[src/rtl/core/msw_pkg.sv]
// Shared constants, codes and types for the mid/side stereo widener.
// No dependencies; imported by the widener top level, the norm divider and the checker.
package msw_pkg;

   // Sample format (signed Q1.15 at the default)
   localparam int SampleBits = 16;
   localparam int SampleMax  = 2 ** (SampleBits - 1) - 1;
   localparam int SampleMin  = -(2 ** (SampleBits - 1));

   // Delay lines
   localparam int DelayDepthDefault = 2048;
   localparam int DelayBits         = 11;

   // Width control, Q8
   localparam int WidthBits = 9;
   localparam int WidthMax  = 256;

   // Register port
   localparam int CsrIndexBits = 3;
   localparam int CsrDataBits  = 11;

   localparam logic [CsrIndexBits-1:0] RegEnable        = 3'd0;
   localparam logic [CsrIndexBits-1:0] RegWidth         = 3'd1;
   localparam logic [CsrIndexBits-1:0] RegDelayMidLeft  = 3'd2;
   localparam logic [CsrIndexBits-1:0] RegDelayMidRight = 3'd3;
   localparam logic [CsrIndexBits-1:0] RegDelaySide     = 3'd4;

   // Mid term weight is 2^MidShift (Q9 accumulator)
   localparam int MidShift = 9;

   // Normalization: norm = round(2^NormFrac / (DenBase + 5w))
   localparam int DenBits   = 11;
   localparam int DenBase   = 512;
   localparam int NormFrac  = 25;
   localparam int NormBits  = 17;
   localparam int NormReset = ((1 << NormFrac) + DenBase / 2) / DenBase;

   typedef logic signed [SampleBits-1:0] sample_type;

   typedef struct packed {
      logic               start;
      logic [DenBits-1:0] den;
   } div_req_type;

   typedef struct packed {
      logic                busy;
      logic [NormBits-1:0] norm;
   } div_rsp_type;

endpackage

[src/rtl/core/msw_norm_div.sv]
// Restoring divider for the output normalization factor, one quotient bit per cycle.
// Depends on msw_pkg (widths, reset norm, request/response structs).
module msw_norm_div (
   input  logic                clock,
   input  logic                reset,
   input  msw_pkg::div_req_type req,
   output msw_pkg::div_rsp_type rsp
);
   import msw_pkg::*;

   localparam int NumBits = NormFrac + 1;
   localparam int CntBits = $clog2(NumBits + 1);

   logic                busy_ff, busy_in;
   logic [CntBits-1:0]  cnt_ff, cnt_in;
   logic [NormBits-1:0] norm_ff, norm_in;
   logic [NumBits-1:0]  num_ff, num_in;
   logic [DenBits-1:0]  rem_ff, rem_in;
   logic [DenBits-1:0]  den_ff, den_in;
   logic [NormBits-1:0] quo_ff, quo_in;

   logic [DenBits:0]    trial;
   logic [DenBits:0]    diff;
   logic                ge;

   // one restoring step: bring down the next numerator bit
   assign trial = {rem_ff, num_ff[NumBits-1]};
   assign diff  = trial - {1'b0, den_ff};
   assign ge    = (trial >= {1'b0, den_ff});

   always_comb begin
      busy_in = busy_ff;
      cnt_in  = cnt_ff;
      norm_in = norm_ff;
      num_in  = num_ff;
      rem_in  = rem_ff;
      den_in  = den_ff;
      quo_in  = quo_ff;
      if (req.start) begin
         // numerator carries the rounding term den/2
         busy_in = 1'b1;
         cnt_in  = CntBits'(NumBits);
         num_in  = (NumBits'(1) << NormFrac) + NumBits'(req.den >> 1);
         rem_in  = '0;
         den_in  = req.den;
         quo_in  = '0;
      end else if (busy_ff) begin
         rem_in = ge ? diff[DenBits-1:0] : trial[DenBits-1:0];
         num_in = {num_ff[NumBits-2:0], 1'b0};
         quo_in = {quo_ff[NormBits-2:0], ge};
         cnt_in = cnt_ff - 1'b1;
         if (cnt_ff == CntBits'(1)) begin
            busy_in = 1'b0;
            norm_in = {quo_ff[NormBits-2:0], ge};
         end
      end
   end

   // control and result registers
   always_ff @(posedge clock) begin
      if (reset) begin
         busy_ff <= 1'b0;
         cnt_ff  <= '0;
         norm_ff <= NormBits'(NormReset);
      end else begin
         busy_ff <= busy_in;
         cnt_ff  <= cnt_in;
         norm_ff <= norm_in;
      end
   end

   // working registers
   always_ff @(posedge clock) begin
      num_ff <= num_in;
      rem_ff <= rem_in;
      den_ff <= den_in;
      quo_ff <= quo_in;
   end

   assign rsp.busy = busy_ff;
   assign rsp.norm = norm_ff;

endmodule

[config.mk]
export PLATFORM = sky130hd
export DESIGN_NAME = msw_norm_div
export DESIGN_NICKNAME = d
export VERILOG_FILES = /design/src/rtl/core/msw_pkg.sv /design/src/rtl/core/msw_norm_div.sv
export SDC_FILE = /design/constraint.sdc
export NUM_CORES = 1
export LEC_CHECK = 0
export ABC_AREA = 1
export BUFFER_PORTS_ARGS = -buffer_cell sky130_fd_sc_hd__buf_2
export CAP_MARGIN = 20
export CORE_UTILIZATION = 54
export DETAILED_ROUTE_END_ITERATION = 7
export PLACE_DENSITY = 0.78
export SYNTH_ARGS = -nofsm -noshare
export SYNTH_HDL_FRONTEND = slang
export SYNTH_SLANG_ARGS = --single-unit
[constraint.sdc]
create_clock -name clock -period 1.85 [get_ports clock]
set_input_delay 0.4625 -clock clock [delete_from_list [all_inputs] [get_ports clock]]
set_output_delay 0.4625 -clock clock [all_outputs]
set_load 0.1 [all_outputs]
==> results of run 1 <==
## power by group through the flow
stage	clock network (mW)	logic (mW)	registers [mW]
finish	1.36	0.398	2.13
global route	1.46	0.442	2.14
CTS	1.38	0.378	2.13
detailed placement	0	0.371	2.18
global placement	0	0.363	2.17
floorplan	0	0.257	2.18
## metal layers
metal  track usage (%)  wire, um
met1             29.87      3649
met2             36.15      3869
met3             4.757       381
met4             7.918       119
met5                 0         0
## per-stage QoR
step	worst slack [ps]	utilization, %
after floorplan	49.01	-
after global placement	56.14	59.45
after detailed placement	-41.51	59.45
after CTS	-13.12	62.96
after global routing	-87.76	64.12
final	16.88	64.12
## critical path: cells and delay by family (launching register included)
kind,cells,cell delay (ps)
simple gates,6,520
flops,1,440
fa+ha+maj,2,590
buf+inv,2,240
## cell type report
class | count | share of cell area, %
Clock inverter | 7 | 1.758
Inverter | 87 | 7.060
Sequential cell | 87 | 45.66
Tap cell | 99 | 2.678
Timing Repair Buffer | 44 | 6.329
Multi-Input combinational cell | 272 | 33.84
Clock buffer | 9 | 2.678
## cell usage in the layout, fill, tap and decap left out, types with 2 or more instances in the layout
cell type  synthesis  routed
a21oi_1           12      12
a21oi_2            7       6
a31oi_1            2       2
buf_12             0       2
buf_2              4      31
buf_4              4       8
buf_6              4       2
clkbuf_8           0       9
dfxtp_1           50      50
edfxtp_1          37      37
ha_1              13      10
ha_2               0       2
inv_1             82      81
inv_2              5       6
inv_6              0       3
inv_8              0       2
nand2_1          103     100
nand2_2            6       7
nand2_4            0       2
nand3_1           31      27
nand3_2            1       4
nand4_1           15      15
nand4_4            1       2
nor2_1            27      27
nor2_2             2       2
nor2_4             2       2
o211ai_1           2       2
o21ai_1           16      16
o22ai_1           15      15
o31ai_1            2       2
xnor2_1            2       2
xor2_1             2       2
## cells by family (layout without fill, tap and decap cells)
kind of cell / count (synthesis) / count (layout)
compound gates: 59 / 59
xor+xnor: 4 / 4
flops: 87 / 87
simple gates: 193 / 195
buf+inv: 104 / 147
fa+ha+maj: 14 / 14
## what timing repair did
item,4_1_cts,5_1_grt
setup endpoints to repair,11,13
pin swaps,0,4
buffers inserted,1,1
gates resized for setup,5,17
endpoints found under the hold margin,0,0
cloned,1,1
hold buffers,0,0
## sequential cells by signal, indices dropped and copies added (netlist names)
signal,flops
rem_ff,11
busy_ff,1
norm_ff,17
den_ff,11
quo_ff,16
num_ff,26
cnt_ff,5
## final timing paths
kind,endpoint,slack (ps)
setup reg to reg,rem_ff[7],20
hold reg to reg,rem_ff[9],480
setup / recovery,rem_ff[7],20
hold / removal,den_ff[10],290
==> impl_metrics.csv, run 1 <==
group,metric,value,unit
layout,area_delta_synth_final,15.17,%
worst_setup_path,r2r_cells,10,
place,dp_hpwl,5277,um
timing,whs,290.8,ps
floorplan,initial_core_util,55.67,%
synthesis,synth.ff_latch_count,87,
synthesis,ys_top_cells_by_area,"edfxtp_1, dfxtp_1, nand2_1, inv_1, ha_1",
synthesis,synthAdderAreaFrac,4.548,%
worst_hold_path,hold_path.class,"input pin to flip-flop",
layout,drive_gt1_share,19.96,%
layout,multi_input_area,1565,um^2
worst_hold_path,hold_depth,1,
timing,slew_viol_final,0,
floorplan,fp.dieW,88.24,um
synthesis,postSynthCellCount,461,
clocking,clk_latency,360,ps
drt,wl_per_cell,13.26,um
grt,grt_max_degree,44,
power,pwr-share-seq,54.8,%
clocking,htreeDepth,3,
layout,antenna_cells,0,
synthesis,synth_edf_count,37,
place,io_buffers,31,
layout,fill_cells,601,
timing,skew,11.42,ps
layout,ff_latch_area,2112,um^2
worst_setup_path,end_kind,"flip-flop",
power,totalPowerFinal,3.891,mW
power,p_comb_share,10.2,%
worst_setup_path,max_stage_delay,440,ps
synthesis,synth_top_family_by_area,"simple AND/OR/NAND/NOR gates",
synthesis,syn-num-nets,489,
worst_setup_path,rr_startpoint,"den_ff[0]",
synthesis,synth_top_area_share,27.66,%
synthesis,yosysWarnings,0,
worst_setup_path,startpoint_type,"flip-flop",
power,ir_drop,0.4785,mV
synthesis,yosysTopAreaCell,"edfxtp_1",
drt,vias,3100,
timing,rsz0062_at_grt,"true",
synthesis,synthTopCellsByCount,"nand2_1, inv_1, dfxtp_1",
timing,maxSlewHeadroom,65.03,%
worst_setup_path,worstSetupPathType,"flip-flop to flip-flop",
layout,stdcell_count,605,
floorplan,ioPinCount,32,
synthesis,synthMuxAreaShare,0,%
timing,fin_setup_tns,0,ps
grt,grt_pass1_vias,2944,
synthesis,seq_area_frac_synth,52.59,%
timing,layout_worst_path_cycle_share,99.09,%
power,p_leak,2.165,nW
synthesis,synth_compound_area_share,8.941,%
synthesis,synthFlopType,"dfxtp_1",
clocking,clk_pin_slew,100,ps
grt,grt_overflow,0,
power,p_sw_share,28.37,%
worst_setup_path,worstSetupStartpoint,"den_ff[0]",
synthesis,avgSynthCellArea,8.712,um^2
synthesis,synth.cell_area,4016,um^2
grt,grt_pass1_wl,13210,um
layout,fin_area,4626,um^2
power,clkPwrFrac,34.9,%
floorplan,core,7214,um^2
floorplan,fp-row-count,31,
drt,drt-total-wl,8020,um
timing,period_minus_slack,1833,ps
clocking,cts_tree,"built",
worst_setup_path,arrival,2140,ps
floorplan,die_y,88.24,um
clocking,root_buffer,"clkbuf_8",
synthesis,synth_xor_area_share,0.8723,%
worst_hold_path,holdCritStartpoint,"req[10]",
synthesis,synth_cell_type_count,37,
clocking,clock_path_buffers,2,
synthesis,synth-async-reset-ratio,0,%
timing,max_freq,545.5,MHz
place,placed_cells,585,
drt,drc,0,
place,place_area,4289,um^2
layout,final_nets,529,
drt,first_pass_iters,4,
grt,grt.total_usage,22.35,%
drt,vias_per_cell,5.124,
flow_run,maxCapViolCount,0,
timing,setup_viol_count_final,0,
floorplan,die_area,7786,um^2
drt,drt.antenna.violating_nets,0,
clocking,numCtsBuffers,9,
place,gp_congestion,0.8767,
power,power_density,841.2,nW/um^2
power,internal_power,2.787,mW
clocking,clkSinkCount,87,
grt,antenna_found_initial,0,
run_status,status,"finished, final reports clean",
synthesis,yosysMostFrequentCell,"nand2_1",
drt,first_iter_violations,182,
worst_setup_path,path_cells,"ha_4 -> fa_2 -> inv_2 -> nand3_2 -> nand3_4 -> nand2_4 -> buf_8 -> nand4_1 -> nand3_1 -> nand2_1",
worst_setup_path,crit_required,2150,ps
timing,worst_slew_pin_slew,523.9,ps
timing,hold_viol,0,
synthesis,yosys.area_share.simple,22.09,%
power,p_sw,1.104,mW
worst_setup_path,cp_slowest_cell,"edfxtp_1",
worst_setup_path,crit_fanout,11,
Note: power is estimated with default switching activity, not from simulation.
==> run 2: changes to the inputs <==
--- a/config.mk
+++ b/config.mk
@@ -9,7 +9,8 @@
 export BUFFER_PORTS_ARGS = -buffer_cell sky130_fd_sc_hd__buf_2
 export CAP_MARGIN = 20
-export CORE_UTILIZATION = 54
+export CORE_UTILIZATION = 56
+export CTS_BUF_LIST = sky130_fd_sc_hd__clkbuf_2
 export DETAILED_ROUTE_END_ITERATION = 7
-export PLACE_DENSITY = 0.78
+export PLACE_DENSITY = 0.8
 export SYNTH_ARGS = -nofsm -noshare
 export SYNTH_HDL_FRONTEND = slang
==> constraint.sdc (replaced) <==
create_clock -name clock -period 1.85 [get_ports clock]
set_input_delay 0.2775 -clock clock [delete_from_list [all_inputs] [get_ports clock]]
set_output_delay 0.2775 -clock clock [all_outputs]
set_load 0.1 [all_outputs]
==> run 2 against run 1 <==
  * The run now ends with negative setup slack left
  * Core utilization grew 3.2 points
  * Via count rose by 2.1%
  * Routed wire length up 1.7%
  * Cell area is 0.11% lower
  * Largest cell class unchanged
  * Largest power group unchanged
==> impl_metrics.csv, run 2 (synthesis gave the netlist of run 1 again) <==
group,metric,value,unit
timing,period_minus_slack,1931,ps
layout,drive_gt1_share,18.45,%
clocking,clkSinkCount,87,
layout,antenna_cells,0,
grt,gr-usage-met1,30.32,%
worst_setup_path,r2r_setup_slack,-80,ps
drt,first_pass_iters,4,
worst_setup_path,path_cells,"ha_2 -> fa_2 -> inv_2 -> nand3_4 -> nand3_4 -> nand2_4 -> nand4_4 -> buf_4 -> nand2_1 -> nand3_1 -> nand2_1",
run_status,violations,"negative setup slack",
grt,top_usage_layer,"met2",
drt,drc,0,
worst_setup_path,cp_slowest_cell,"edfxtp_1",
clocking,clk_pin_slew,260,ps
timing,whs,199.1,ps
floorplan,core,6869,um^2
worst_setup_path,startpoint_type,"flip-flop",
grt,antenna_found_initial,0,
layout,area_delta_synth_final,15.05,%
floorplan,die_y,86.69,um
timing,setup_viol_count_final,11,
worst_setup_path,crit_fanout,7,
grt,grt_max_degree,32,
layout,final_cell_mix,"nand2_1, inv_1, dfxtp_1",
layout,final_nets,538,
worst_setup_path,arrival,2390,ps
worst_setup_path,end_kind,"flip-flop",
grt,grt_pass1_wl,13410,um
run_status,status,"finished, violations left",
place,io_buffers,31,
layout,largest_reg_flops,26,
worst_hold_path,whs_endpoint,"cnt_ff[0]",
timing,rsz0062_at_grt,"true",
timing,hold_viol,0,
floorplan,ioPinCount,32,
clocking,clock_path_buffers,2,
flow_run,maxCapViolCount,0,
worst_setup_path,rr_startpoint,"den_ff[0]",
timing,fin_setup_tns,-365.9,ps
grt,grt.total_usage,23.21,%
clocking,numCtsBuffers,9,
worst_hold_path,holdCritStartpoint,"req[11]",
clocking,clk_latency,510,ps
clocking,root_buffer,"clkbuf_2",
worst_setup_path,r2r_cells,11,
floorplan,initial_core_util,58.47,%
grt,grt_overflow,0,
worst_setup_path,worstSetupPathType,"flip-flop to flip-flop",
worst_setup_path,crit_buf_inv,2,
timing,setup_slack,-80.68,ps
worst_setup_path,cp_top_family,"adder cells",
layout,reg_top3,"num_ff (26), norm_ff (17), quo_ff (16)",
floorplan,fp-row-count,30,
timing,maxSlewHeadroom,61.59,%
timing,skew,32.44,ps
worst_setup_path,max_stage_delay,450,ps
drt,vias,3166,
floorplan,fp.dieW,86.69,um
place,dp_hpwl,5360,um
floorplan,die_area,7514,um^2
layout,final_common_cell,"nand2_1",
drt,vias_per_cell,5.182,
timing,slew_viol_final,0,
timing,worst_slew_pin_slew,575.5,ps
timing,layout_worst_path_cycle_share,104.4,%
place,gp_congestion,0.8710,
worst_setup_path,crit_required,2310,ps
layout,top_register,"num_ff",
power,power_density,779.5,nW/um^2
drt,drt-total-wl,8159,um
worst_hold_path,hold_path.class,"input pin to flip-flop",
clocking,htreeDepth,3,
worst_hold_path,hold_depth,3,
worst_setup_path,r2r-end,"rem_ff[0]",
power,ir_drop,0.7532,mV
drt,wl_per_cell,13.35,um
grt,gr-usage-met2,38.82,%
grt,grt_pass1_vias,2932,
grt,grtUsageMet3,5.238,%
power,p_leak,2.166,nW
drt,first_iter_violations,190,
timing,max_freq,518.0,MHz
layout,fill_cells,558,
drt,drt.antenna.violating_nets,0,
clocking,cts_tree,"built",
-- run 2: cell type report --
| cell class | count | area [um^2] | area share (%) |
|---|---|---|---|
| multi-input combinational | 271 | 1534 | 33.20 |
| clock buffer | 9 | 45.04 | 0.9748 |
| clock inverter | 7 | 86.33 | 1.868 |
| tap | 96 | 120.1 | 2.600 |
| timing repair buffer | 54 | 396.6 | 8.584 |
| sequential | 87 | 2112 | 45.71 |
| inverter | 87 | 326.6 | 7.067 |
-- run 2: worst max path at each step --
| stage | startpoint | to | slack, ps | cells after the start |
|---|---|---|---|---|
| detailed placement | den_ff[0] | rem_ff[5] | -7 | 10 |
| finish | den_ff[0] | rem_ff[0] | -80 | 11 |
| floorplan | num_ff[25] | rem_ff[9] | 50 | 12 |
| CTS | den_ff[0] | rem_ff[5] | 20 | 10 |
| global route | den_ff[0] | rem_ff[5] | -140 | 10 |
| global placement | num_ff[25] | rem_ff[8] | 60 | 12 |
-- run 2: worst min-delay path: stages --
cell	delay, ps
buf_2	170
buf_4	200
a211oi_1	60
-- run 2: metrics by stage --
stage          cell area [um^2]  setup slack (ps)  util (%)  instances  total power, mW
6_report                   4621            -80.68     67.27        611            3.602
5_1_grt                    4621            -138.7     67.27        611            3.743
4_1_cts                    4553             16.11     66.28        609            3.599
3_5_place_dp               4270            -6.769     62.17        580            2.542
3_3_place_gp               4270             57.14     62.17        580            2.530
2_1_floorplan              4016             49.01         -        461            2.438
-- run 2: timing repair --
| action | CTS | global route |
|---|---|---|
| resized for setup | 4 | 14 |
| pin swaps | 1 | 4 |
| hold buffers | 12 | 0 |
| hold endpoints to repair | 16 | 0 |
| cloned | 1 | 0 |
| buffers inserted | 0 | 2 |
| setup endpoints to repair | 10 | 14 |
-- run 2: per-layer routing --
layer	share of wire, %	up-vias
met3	4.6	11
met1	45	1500
met4	1.2	0
met2	49	64
li1	-	1591
met5	0	-
-- run 2: power by group --
group / leakage (nW) / internal, mW / switching [mW]
logic: 1.30 / 0.148 / 0.271
registers: 0.785 / 2.11 / 0.0319
clock network: 0.0769 / 0.345 / 0.701
total: 2.17 / 2.60 / 1.00
